--- config.mk ---
export PLATFORM = sky130hd
export DESIGN_NAME = stepper_motion_sequencer_top
export DESIGN_NICKNAME = d
export VERILOG_FILES = /design/src/rtl/smseq_pkg.sv /design/src/rtl/smseq_regs.sv /design/src/rtl/smseq_core.sv /design/src/rtl/stepper_motion_sequencer_top.sv
export SDC_FILE = /design/constraint.sdc
export NUM_CORES = 1
export LEC_CHECK = 0
export ABC_AREA = 1
export BUFFER_PORTS_ARGS = -buffer_cell sky130_fd_sc_hd__buf_2
export CORE_MARGIN = 1
export CORE_UTILIZATION = 35
export CTS_BUF_LIST = sky130_fd_sc_hd__clkbuf_8
export DETAILED_ROUTE_END_ITERATION = 16
export GPL_ROUTABILITY_DRIVEN = 0
export PLACE_DENSITY = 0.58
export SYNTH_ARGS = -nofsm -noshare
export SYNTH_HDL_FRONTEND = slang
export SYNTH_SLANG_ARGS = --single-unit
export TNS_END_PERCENT = 20
--- constraint.sdc ---
create_clock -name clk -period 6.1 [get_ports clk]
set_clock_uncertainty 0.15 [all_clocks]
set_input_delay 0.61 -clock clk [delete_from_list [all_inputs] [get_ports clk]]
set_output_delay 0.61 -clock clk [all_outputs]
set_load 0.02 [all_outputs]
--- src/rtl/smseq_pkg.sv ---
// Shared types and constants for the stepper motion sequencer.
`default_nettype none

package smseq_pkg;

    // Operation codes carried on the input tuser.
    localparam logic [2:0] OP_TICK  = 3'd0;
    localparam logic [2:0] OP_START = 3'd1;
    localparam logic [2:0] OP_PAUSE = 3'd2;
    localparam logic [2:0] OP_HOME  = 3'd3;
    localparam logic [2:0] OP_SPEED = 3'd4;

    // Sequencer modes.
    typedef logic [1:0] mode_t;
    localparam mode_t MODE_IDLE   = 2'd0;
    localparam mode_t MODE_RUN    = 2'd1;
    localparam mode_t MODE_HOME   = 2'd2;
    localparam mode_t MODE_SETTLE = 2'd3;

    // Register indexes on the configuration port.
    localparam logic REG_HOME_IVL = 1'b0;
    localparam logic REG_SETTLE   = 1'b1;

    // Register reset values.
    localparam logic [15:0] HOME_IVL_RESET = 16'd2500;
    localparam logic [31:0] SETTLE_RESET   = 32'd4000000;

    // Saturation limits of the homing and settling counters.
    localparam logic [15:0] HOME_ELAPSED_MAX   = 16'hFFFF;
    localparam logic [31:0] SETTLE_ELAPSED_MAX = 32'hFFFF_FFFF;

    // Configuration register contents.
    typedef struct packed {
        logic [15:0] home_step_interval;
        logic [31:0] settle_time;
    } cfg_t;

    // Status flags of one result.
    typedef struct packed {
        logic  step_pulse;
        logic  dir_level;
        mode_t mode;
        logic  reached_zero;
        logic  ready_res;
    } flags_t;

endpackage

`default_nettype wire

--- src/rtl/smseq_regs.sv ---
// Configuration registers of the stepper motion sequencer behind an APB-style port.
`default_nettype none

module smseq_regs
    import smseq_pkg::*;
(
    input  wire logic        clk,
    input  wire logic        rst_n,
    input  wire logic        psel,
    input  wire logic        penable,
    input  wire logic        pwrite,
    input  wire logic [2:0]  paddr,
    input  wire logic [31:0] pwdata,
    output logic [31:0]      prdata,
    output logic             pready,
    output cfg_t             cfg
);

    cfg_t cfg_reg;
    logic wr_en;

    assign pready = 1'b1;
    assign wr_en  = psel && penable && pwrite && pready;
    assign cfg    = cfg_reg;

    // Register writes in the access cycle.
    always_ff @(posedge clk or negedge rst_n)
    begin
        if (!rst_n)
        begin
            cfg_reg.home_step_interval <= HOME_IVL_RESET;
            cfg_reg.settle_time        <= SETTLE_RESET;
        end
        else if (wr_en)
        begin
            unique case (paddr[2])
                REG_HOME_IVL: cfg_reg.home_step_interval <= pwdata[15:0];
                REG_SETTLE:   cfg_reg.settle_time        <= pwdata;
                default:      ;
            endcase
        end
    end

    // Read data selection.
    always_comb
    begin
        unique case (paddr[2])
            REG_HOME_IVL: prdata = {16'd0, cfg_reg.home_step_interval};
            REG_SETTLE:   prdata = cfg_reg.settle_time;
            default:      prdata = '0;
        endcase
    end

endmodule

`default_nettype wire

--- src/rtl/smseq_core.sv ---
// Motion state and next-state logic of the stepper motion sequencer.
`default_nettype none

module smseq_core
    import smseq_pkg::*;
#(
    parameter int POSITION_BITS = 32,
    parameter int INTERVAL_BITS = 24
)
(
    input  wire logic                     clk,
    input  wire logic                     rst_n,
    input  wire cfg_t                     cfg,
    input  wire logic                     advance,
    input  wire logic [2:0]               operation,
    input  wire logic [INTERVAL_BITS-1:0] step_interval,
    input  wire logic                     direction,
    output flags_t                        flags,
    output logic [POSITION_BITS-1:0]      position
);

    mode_t                    mode_reg,       mode_next;
    logic [POSITION_BITS-1:0] step_count_reg, step_count_next;
    logic [INTERVAL_BITS-1:0] run_ivl_reg,    run_ivl_next;
    logic                     run_dir_reg,    run_dir_next;
    logic                     dir_pin_reg,    dir_pin_next;
    logic [INTERVAL_BITS-1:0] run_el_reg,     run_el_next;
    logic [15:0]              home_el_reg,    home_el_next;
    logic [31:0]              settle_el_reg,  settle_el_next;

    logic pulse, reached, ready;
    logic move_en, move_up;

    // Next state for one item.
    always_comb
    begin
        mode_next      = mode_reg;
        run_ivl_next   = run_ivl_reg;
        run_dir_next   = run_dir_reg;
        dir_pin_next   = dir_pin_reg;
        run_el_next    = run_el_reg;
        home_el_next   = home_el_reg;
        settle_el_next = settle_el_reg;
        pulse          = 1'b0;
        reached        = 1'b0;
        ready          = 1'b0;
        move_en        = 1'b0;
        move_up        = 1'b0;

        case (operation)
            OP_TICK:
            begin
                // Elapsed counters count up and stick at their maximum.
                if (run_el_reg != {INTERVAL_BITS{1'b1}})
                    run_el_next = run_el_reg + 1'b1;
                if (home_el_reg != HOME_ELAPSED_MAX)
                    home_el_next = home_el_reg + 16'd1;
                if (settle_el_reg != SETTLE_ELAPSED_MAX)
                    settle_el_next = settle_el_reg + 32'd1;

                // Run pulse once the interval has elapsed.
                if (mode_reg == MODE_RUN && run_ivl_reg != '0 && run_el_next >= run_ivl_reg)
                begin
                    run_el_next  = '0;
                    dir_pin_next = run_dir_reg;
                    pulse        = 1'b1;
                    move_en      = 1'b1;
                    move_up      = run_dir_reg;
                end

                // Homing steps toward zero, then enters settling.
                if (mode_reg == MODE_HOME)
                begin
                    if (step_count_reg == '0)
                    begin
                        mode_next      = MODE_SETTLE;
                        settle_el_next = '0;
                        reached        = 1'b1;
                    end
                    else if (home_el_next >= cfg.home_step_interval)
                    begin
                        home_el_next = '0;
                        dir_pin_next = step_count_reg[POSITION_BITS-1];
                        pulse        = 1'b1;
                        move_en      = 1'b1;
                        move_up      = step_count_reg[POSITION_BITS-1];
                    end
                end

                // Settling ends after the settle time.
                if (mode_next == MODE_SETTLE && settle_el_next >= cfg.settle_time)
                begin
                    mode_next = MODE_RUN;
                    ready     = 1'b1;
                end
            end
            OP_START:
                mode_next = MODE_RUN;
            OP_PAUSE:
            begin
                mode_next    = MODE_IDLE;
                run_ivl_next = '0;
            end
            OP_HOME:
            begin
                mode_next    = MODE_HOME;
                run_ivl_next = '0;
            end
            OP_SPEED:
            begin
                run_ivl_next = step_interval;
                if (step_interval != '0)
                begin
                    run_dir_next = direction;
                    if (mode_reg != MODE_HOME)
                        dir_pin_next = direction;
                end
            end
            default: ;
        endcase

        // Position moves by one step and wraps.
        step_count_next = step_count_reg;
        if (move_en)
        begin
            if (move_up)
                step_count_next = step_count_reg + 1'b1;
            else
                step_count_next = step_count_reg - 1'b1;
        end
    end

    // State registers, updated as each item passes to the result register.
    always_ff @(posedge clk or negedge rst_n)
    begin
        if (!rst_n)
        begin
            mode_reg       <= MODE_IDLE;
            step_count_reg <= '0;
            run_ivl_reg    <= '0;
            run_dir_reg    <= 1'b0;
            dir_pin_reg    <= 1'b0;
            run_el_reg     <= '0;
            home_el_reg    <= '0;
            settle_el_reg  <= '0;
        end
        else if (advance)
        begin
            mode_reg       <= mode_next;
            step_count_reg <= step_count_next;
            run_ivl_reg    <= run_ivl_next;
            run_dir_reg    <= run_dir_next;
            dir_pin_reg    <= dir_pin_next;
            run_el_reg     <= run_el_next;
            home_el_reg    <= home_el_next;
            settle_el_reg  <= settle_el_next;
        end
    end

    assign flags.step_pulse   = pulse;
    assign flags.dir_level    = dir_pin_next;
    assign flags.mode         = mode_next;
    assign flags.reached_zero = reached;
    assign flags.ready_res    = ready;
    assign position           = step_count_next;

endmodule

`default_nettype wire

--- src/rtl/stepper_motion_sequencer_top.sv ---
// Top level of the stepper motion sequencer: stream channels, pipeline registers, config.
//
// Each request on the input stream is a one-microsecond tick or a command
// (start, pause, home, set speed), selected by the operation code on tuser.
// Every request gives exactly one result on the output stream: step pulse,
// direction level, signed position, mode and the zero-reached and ready flags.
// A request is held in an input register, then evaluated against the motion
// state by one pass of compare and increment logic and written to the result
// register. One request is taken every cycle while the receiver does not
// stall. When the receiver stalls, the result register holds; the input
// register still takes one more request, after which the input tready drops
// until the result is taken. The two registers home_step_interval (address
// 0) and settle_time (address 4) are written over the APB-style port; the
// user must write them only while the block is idle, which the block itself
// does not enforce. Reset empties both pipeline registers, sets the mode to
// idle, clears position, speed and counters and loads the register defaults.
`default_nettype none

module stepper_motion_sequencer_top
    import smseq_pkg::*;
#(
    parameter int POSITION_BITS = 32,
    parameter int INTERVAL_BITS = 24,
    localparam int IN_W  = ((INTERVAL_BITS + 1 + 7) / 8) * 8,
    localparam int OUT_W = ((POSITION_BITS + 6 + 7) / 8) * 8
)
(
    input  wire logic             clk,
    input  wire logic             rst_n,
    // Input stream.
    input  wire logic             s_axis_tvalid,
    output logic                  s_axis_tready,
    input  wire logic [IN_W-1:0]  s_axis_tdata,  // step_interval, direction, zero fill
    input  wire logic [2:0]       s_axis_tuser,  // operation
    // Output stream.
    output logic                  m_axis_tvalid,
    input  wire logic             m_axis_tready,
    output logic [OUT_W-1:0]      m_axis_tdata,  // step_pulse, dir_level, position, mode,
                                                 // reached_zero, ready_res, zero fill
    // Configuration port.
    input  wire logic             psel,
    input  wire logic             penable,
    input  wire logic             pwrite,
    input  wire logic [2:0]       paddr,
    input  wire logic [31:0]      pwdata,
    output logic [31:0]           prdata,
    output logic                  pready
);

    localparam int PAD_W = OUT_W - POSITION_BITS - 6;

    cfg_t cfg;

    logic                     in_valid_reg;
    logic [2:0]               in_op_reg;
    logic [INTERVAL_BITS-1:0] in_ivl_reg;
    logic                     in_dir_reg;

    logic                     out_valid_reg;
    flags_t                   out_flags_reg;
    logic [POSITION_BITS-1:0] out_pos_reg;

    flags_t                   core_flags;
    logic [POSITION_BITS-1:0] core_pos;
    logic                     advance;
    logic                     in_take;

    // Handshake control of the two pipeline registers.
    assign advance       = in_valid_reg && (!out_valid_reg || m_axis_tready);
    assign s_axis_tready = !in_valid_reg || advance;
    assign in_take       = s_axis_tvalid && s_axis_tready;

    smseq_regs u_regs (
        .clk     (clk),
        .rst_n   (rst_n),
        .psel    (psel),
        .penable (penable),
        .pwrite  (pwrite),
        .paddr   (paddr),
        .pwdata  (pwdata),
        .prdata  (prdata),
        .pready  (pready),
        .cfg     (cfg)
    );

    smseq_core #(
        .POSITION_BITS (POSITION_BITS),
        .INTERVAL_BITS (INTERVAL_BITS)
    ) u_core (
        .clk           (clk),
        .rst_n         (rst_n),
        .cfg           (cfg),
        .advance       (advance),
        .operation     (in_op_reg),
        .step_interval (in_ivl_reg),
        .direction     (in_dir_reg),
        .flags         (core_flags),
        .position      (core_pos)
    );

    // Input register valid flag.
    always_ff @(posedge clk or negedge rst_n)
    begin
        if (!rst_n)
            in_valid_reg <= 1'b0;
        else if (in_take)
            in_valid_reg <= 1'b1;
        else if (advance)
            in_valid_reg <= 1'b0;
    end

    // Input register payload.
    always_ff @(posedge clk)
    begin
        if (in_take)
        begin
            in_op_reg  <= s_axis_tuser;
            in_ivl_reg <= s_axis_tdata[INTERVAL_BITS-1:0];
            in_dir_reg <= s_axis_tdata[INTERVAL_BITS];
        end
    end

    // Result register valid flag.
    always_ff @(posedge clk or negedge rst_n)
    begin
        if (!rst_n)
            out_valid_reg <= 1'b0;
        else if (advance)
            out_valid_reg <= 1'b1;
        else if (m_axis_tready)
            out_valid_reg <= 1'b0;
    end

    // Result register payload.
    always_ff @(posedge clk)
    begin
        if (advance)
        begin
            out_flags_reg <= core_flags;
            out_pos_reg   <= core_pos;
        end
    end

    assign m_axis_tvalid = out_valid_reg;
    assign m_axis_tdata  = {{PAD_W{1'b0}},
                            out_flags_reg.ready_res,
                            out_flags_reg.reached_zero,
                            out_flags_reg.mode,
                            out_pos_reg,
                            out_flags_reg.dir_level,
                            out_flags_reg.step_pulse};

    // A resumed run is reported only in running mode.
    assert property (@(posedge clk) disable iff (!rst_n)
        (out_valid_reg && out_flags_reg.ready_res) |-> (out_flags_reg.mode == MODE_RUN))
        else $error("ready_res reported outside running mode");

    // Reaching zero leaves the sequencer settling or already running.
    assert property (@(posedge clk) disable iff (!rst_n)
        (out_valid_reg && out_flags_reg.reached_zero) |->
        (out_flags_reg.mode == MODE_SETTLE || out_flags_reg.mode == MODE_RUN))
        else $error("reached_zero reported in a wrong mode");

    // A pulse and reaching zero never fall on the same item.
    assert property (@(posedge clk) disable iff (!rst_n)
        out_valid_reg |-> !(out_flags_reg.step_pulse && out_flags_reg.reached_zero))
        else $error("step pulse issued on the zero-reached item");

    // A request held in the input register is not dropped while stalled.
    assert property (@(posedge clk) disable iff (!rst_n)
        (in_valid_reg && !advance) |=> in_valid_reg)
        else $error("stalled request lost from the input register");

endmodule

`default_nettype wire

==> impl_metrics.xml <==
<?xml version="1.0" encoding="UTF-8"?>
<metrics>
  <group name="status">
    <metric name="run_status" unit="">finished clean</metric>
  </group>
  <group name="sta">
    <metric name="post-route-period-util" unit="%">92.3</metric>
    <metric name="timing.fmax" unit="MHz">178</metric>
    <metric name="finalWorstPathRequiredPeriod" unit="ns">5.63</metric>
    <metric name="final.setup.tns" unit="ns">0</metric>
    <metric name="worst_relative_slew_slack" unit="%">24.2</metric>
    <metric name="worst-slew-pin-transition" unit="ns">1.14</metric>
    <metric name="grt_setup_unrepaired" unit="">no</metric>
    <metric name="report.final.setup_viol" unit="">0</metric>
    <metric name="timing.final.hold_violations" unit="">0</metric>
    <metric name="slew_viol_final" unit="">0</metric>
  </group>
  <group name="cts">
    <metric name="clock_input_transition_at_the_sequential_cells_of_the_worst_setup_and_hold_paths" unit="ns">0.06</metric>
    <metric name="h_tree_level_count" unit="">2</metric>
    <metric name="root_buffer" unit="">sky130_fd_sc_hd__clkbuf_8</metric>
    <metric name="tritoncts.num_buffers" unit="">46</metric>
    <metric name="cts_sinks" unit="">248</metric>
    <metric name="clock_latency_on_the_worst_skew_pair" unit="ns">0.64</metric>
    <metric name="max-clock-path-buffers" unit="">3</metric>
    <metric name="cts_tree" unit="">done</metric>
  </group>
  <group name="yosys">
    <metric name="synth.top_cell.area_share" unit="%">26.8</metric>
    <metric name="synth_cell_type_count" unit="">55</metric>
    <metric name="synth_area_per_cell" unit="um^2">7.74</metric>
    <metric name="synth_top_family_by_area" unit="">simple AND/OR/NAND/NOR gates</metric>
    <metric name="synth_flop_cell" unit="">sky130_fd_sc_hd__dfrtp_1</metric>
    <metric name="yosys_warnings" unit="">0</metric>
    <metric name="synthSimpleGateAreaFrac" unit="%">24.1</metric>
    <metric name="post_synth_inst_count" unit="">2054</metric>
    <metric name="ys_ff_latch" unit="">248</metric>
    <metric name="post-synth-top-count-cell" unit="">sky130_fd_sc_hd__nand2_1</metric>
    <metric name="post_synth_adder_cell_area" unit="%">8.47</metric>
    <metric name="synthTopCellsByCount" unit="">551 x sky130_fd_sc_hd__nand2_1, 313 x sky130_fd_sc_hd__inv_1, 170 x sky130_fd_sc_hd__dfrtp_1, 155 x sky130_fd_sc_hd__nor2_1, 136 x sky130_fd_sc_hd__o21ai_0</metric>
    <metric name="synth.area.top_cells" unit="">sky130_fd_sc_hd__dfrtp_1 27%, sky130_fd_sc_hd__nand2_1 13%, sky130_fd_sc_hd__edfxtp_1 12%</metric>
    <metric name="asyncSetResetFlopFracSynth" unit="%">73.4</metric>
    <metric name="share_of_the_synthesized_netlist_area_taken_by_xor_and_xnor_gates" unit="%">4.23</metric>
    <metric name="synthMuxAreaShare" unit="%">0</metric>
    <metric name="synth_area_leader_cell" unit="">sky130_fd_sc_hd__dfrtp_1</metric>
    <metric name="synth_enable_flop_cells" unit="">66</metric>
    <metric name="synth-compound-area-share" unit="%">12.6</metric>
    <metric name="synth.yosys.seq_area_share" unit="%">41.2</metric>
    <metric name="post_synth_instance_area" unit="mm^2">0.0159</metric>
  </group>
  <group name="worst_setup_path">
    <metric name="timing.setup.critical_path_class" unit="">register to register</metric>
    <metric name="timing.critical_path.from_type" unit="">register</metric>
    <metric name="worst_endpoint_required_time" unit="ns">6.32</metric>
    <metric name="path_max_fanout" unit="">34</metric>
    <metric name="timing.critical_path.slowest_stage_cell" unit="">sky130_fd_sc_hd__dfrtp_1</metric>
    <metric name="worstPathArrival" unit="ns">5.85</metric>
    <metric name="cp-end-kind" unit="">register</metric>
    <metric name="cp_common_cell" unit="">sky130_fd_sc_hd__nand2_1</metric>
    <metric name="critical-path-max-stage-delay" unit="ns">0.46</metric>
  </group>
  <group name="detailed_routing">
    <metric name="post_drt_wl_per_cell" unit="um">14.4</metric>
    <metric name="num_vias" unit="">13800</metric>
    <metric name="drt-total-wl" unit="um">41200</metric>
    <metric name="drt_drc_violations_left" unit="">0</metric>
    <metric name="route.antenna.remaining_nets" unit="">0</metric>
    <metric name="first_pass_iters" unit="">6</metric>
    <metric name="dr.first_iter.drc_count" unit="">810</metric>
    <metric name="drt-vias-per-instance" unit="">4.83</metric>
  </group>
  <group name="power_and_ir_drop">
    <metric name="cellPowerDensity" unit="mW/mm^2">420</metric>
    <metric name="p_leak" unit="nW">9.34</metric>
    <metric name="vdd_drop_max" unit="uV">146</metric>
  </group>
  <group name="floorplanning">
    <metric name="die_ar" unit="mm^2">0.0463</metric>
    <metric name="die_y" unit="um">215</metric>
    <metric name="rows" unit="">77</metric>
    <metric name="io-pin-count" unit="">152</metric>
    <metric name="die-width" unit="um">215</metric>
    <metric name="coreArea" unit="mm^2">0.0445</metric>
    <metric name="floorplan.initialDensity" unit="%">35.7</metric>
  </group>
  <group name="grt">
    <metric name="grtUsageMet1" unit="%">23.8</metric>
    <metric name="gr-max-usage-layer" unit="">met2</metric>
    <metric name="grt_overflow" unit="">0</metric>
    <metric name="globalRouteMet2Util" unit="%">30.3</metric>
    <metric name="first_global_vias" unit="">13500</metric>
    <metric name="use_met3" unit="%">2.86</metric>
    <metric name="grt_start_max_net_pins" unit="">87</metric>
    <metric name="initial_antenna_violation_count" unit="">0</metric>
    <metric name="overall_fraction_of_global_route_tracks_in_use" unit="%">18.1</metric>
    <metric name="grt_first_pass_wirelength" unit="um">68400</metric>
  </group>
  <group name="final_layout">
    <metric name="area_delta_synth_final" unit="%">15.8</metric>
    <metric name="fin_area" unit="mm^2">0.0184</metric>
    <metric name="fin_nets" unit="">2417</metric>
    <metric name="antennaDiodeCount" unit="">0</metric>
    <metric name="final.fill_count" unit="">4553</metric>
    <metric name="largest_reg_flops" unit="">48</metric>
    <metric name="final_layout_size_suffix_gt1_share" unit="%">13.0</metric>
  </group>
  <group name="placed_design">
    <metric name="dp_hpwl" unit="um">30500</metric>
    <metric name="placement.cell_area" unit="mm^2">0.0172</metric>
    <metric name="placement.io_buffers" unit="">139</metric>
  </group>
  <group name="min_path">
    <metric name="worst_hold_path_type" unit="">input port to register</metric>
  </group>
  <group name="flow_run">
    <metric name="max_cap_violations" unit="">0</metric>
  </group>
</metrics>
## cell families (layout without fill, tap and decap cells)
| family | count (synthesis) | in the layout |
|---|---|---|
| xor gates and xnor gates | 75 | 75 |
| DFF | 248 | 248 |
| adders and majority gates | 107 | 107 |
| AOI/OAI and AO/OA | 350 | 350 |
| and+or+nand+nor | 895 | 895 |
| other | 2 | 3 |
| buffers and inverters | 377 | 592 |
## metal layers
metal,up-vias,routed length [um]
li1,7027,-
met1,6467,19000
met2,271,19500
met3,64,1600
met4,0,1060
met5,-,0
## critical path, delay by kind of cell, from the launching register on
family	cells	cell delay (ns)
flip-flops	1	0.46
buffers and inverters	4	0.42
AND/OR/NAND/NOR	24	2.62
XOR/XNOR	1	0.19
adder cells (fa/ha/maj)	3	0.89
AO/OA/AOI/OAI	3	0.61
## cell type report
cell class                 count  area [um^2]  area share, %
clock buffer                  50          688           3.74
multi-input combinational   1430         7900           42.9
sequential                   248         6550           35.6
inverter                     326         1230           6.66
timing repair buffer         181         1110           6.02
clock inverter                35          184           1.00
tap                          592          741           4.03
## power breakdown
part | switching, mW | total, mW | internal [mW]
Sequential | 0.317 | 2.46 | 2.15
Combinational | 2.39 | 3.71 | 1.32
Clock | 0.745 | 1.55 | 0.803
Total | 3.46 | 7.72 | 4.27
## final timing paths
kind / startpoint / to / slack [ns] / depth (start not counted)
max: u_core.run_el_reg[0]$_DFFE_PN0P_ / out_pos_reg[27]$_DFFE_PP_ / 0.47 / 35
min: pwdata[21] / u_regs.cfg[21]$_DFFE_PN1P_ / 0.1 / 3
max reg2reg: u_core.run_el_reg[0]$_DFFE_PN0P_ / out_pos_reg[27]$_DFFE_PP_ / 0.47 / 35
min reg2reg: u_regs.cfg[41]$_DFFE_PN0P_ / u_regs.cfg[41]$_DFFE_PN0P_ / 0.34 / 2
max in group asynchronous: rst_n / u_core.step_count_reg[29]$_DFFE_PN0P_ / 3.96 / 3
min in group asynchronous: rst_n / u_core.step_count_reg[14]$_DFFE_PN0P_ / 0.42 / 2
## placed cells by master, fill, tap and decap left out, types with 7 or more instances in the layout
cell / netlist / routed
sky130_fd_sc_hd__a21oi_1: 91 / 88
sky130_fd_sc_hd__a31oi_1: 9 / 9
sky130_fd_sc_hd__buf_2: 6 / 138
sky130_fd_sc_hd__buf_4: 6 / 11
sky130_fd_sc_hd__clkbuf_8: 0 / 51
sky130_fd_sc_hd__clkinv_1: 2 / 10
sky130_fd_sc_hd__dfrtp_1: 170 / 170
sky130_fd_sc_hd__dfstp_2: 12 / 12
sky130_fd_sc_hd__dlygate4sd3_1: 0 / 30
sky130_fd_sc_hd__edfxtp_1: 66 / 66
sky130_fd_sc_hd__ha_1: 106 / 106
sky130_fd_sc_hd__inv_1: 313 / 331
sky130_fd_sc_hd__inv_2: 10 / 10
sky130_fd_sc_hd__nand2_1: 551 / 550
sky130_fd_sc_hd__nand2_2: 6 / 7
sky130_fd_sc_hd__nand3_1: 68 / 67
sky130_fd_sc_hd__nand4_1: 31 / 31
sky130_fd_sc_hd__nor2_1: 155 / 154
sky130_fd_sc_hd__nor2_4: 8 / 9
sky130_fd_sc_hd__nor3_1: 31 / 31
sky130_fd_sc_hd__nor4_1: 19 / 19
sky130_fd_sc_hd__o21ai_0: 136 / 136
sky130_fd_sc_hd__o21ai_1: 22 / 22
sky130_fd_sc_hd__o21ai_2: 19 / 19
sky130_fd_sc_hd__o21bai_1: 9 / 9
sky130_fd_sc_hd__o22ai_1: 28 / 28
sky130_fd_sc_hd__xnor2_1: 20 / 20
sky130_fd_sc_hd__xor2_1: 53 / 53
## what timing repair did
action | in CTS | in global routing
gates resized for setup | 0 | 4
buffers inserted | 0 | 1
hold endpoints to repair | 106 | 0
endpoints found under the setup margin | 0 | 15
hold buffers | 30 | 0
## stage by stage
| stage | hold WS, ns | std cells | worst slack, ns | power [mW] | utilization [%] |
|---|---|---|---|---|---|
| floorplan | 0.164 | 2055 | 0.890 | 5.17 | - |
| global placement | 0.316 | 2746 | 0.502 | 6.08 | 38.6 |
| detailed placement | 0.325 | 2746 | 0.440 | 6.16 | 38.6 |
| CTS | 0.0490 | 2861 | 0.415 | 7.79 | 41.3 |
| global route | 0.0883 | 2862 | 0.00150 | 8.46 | 41.3 |
| finish | 0.0996 | 2862 | 0.471 | 7.72 | 41.3 |
Note: power is estimated with default switching activity, not from simulation.
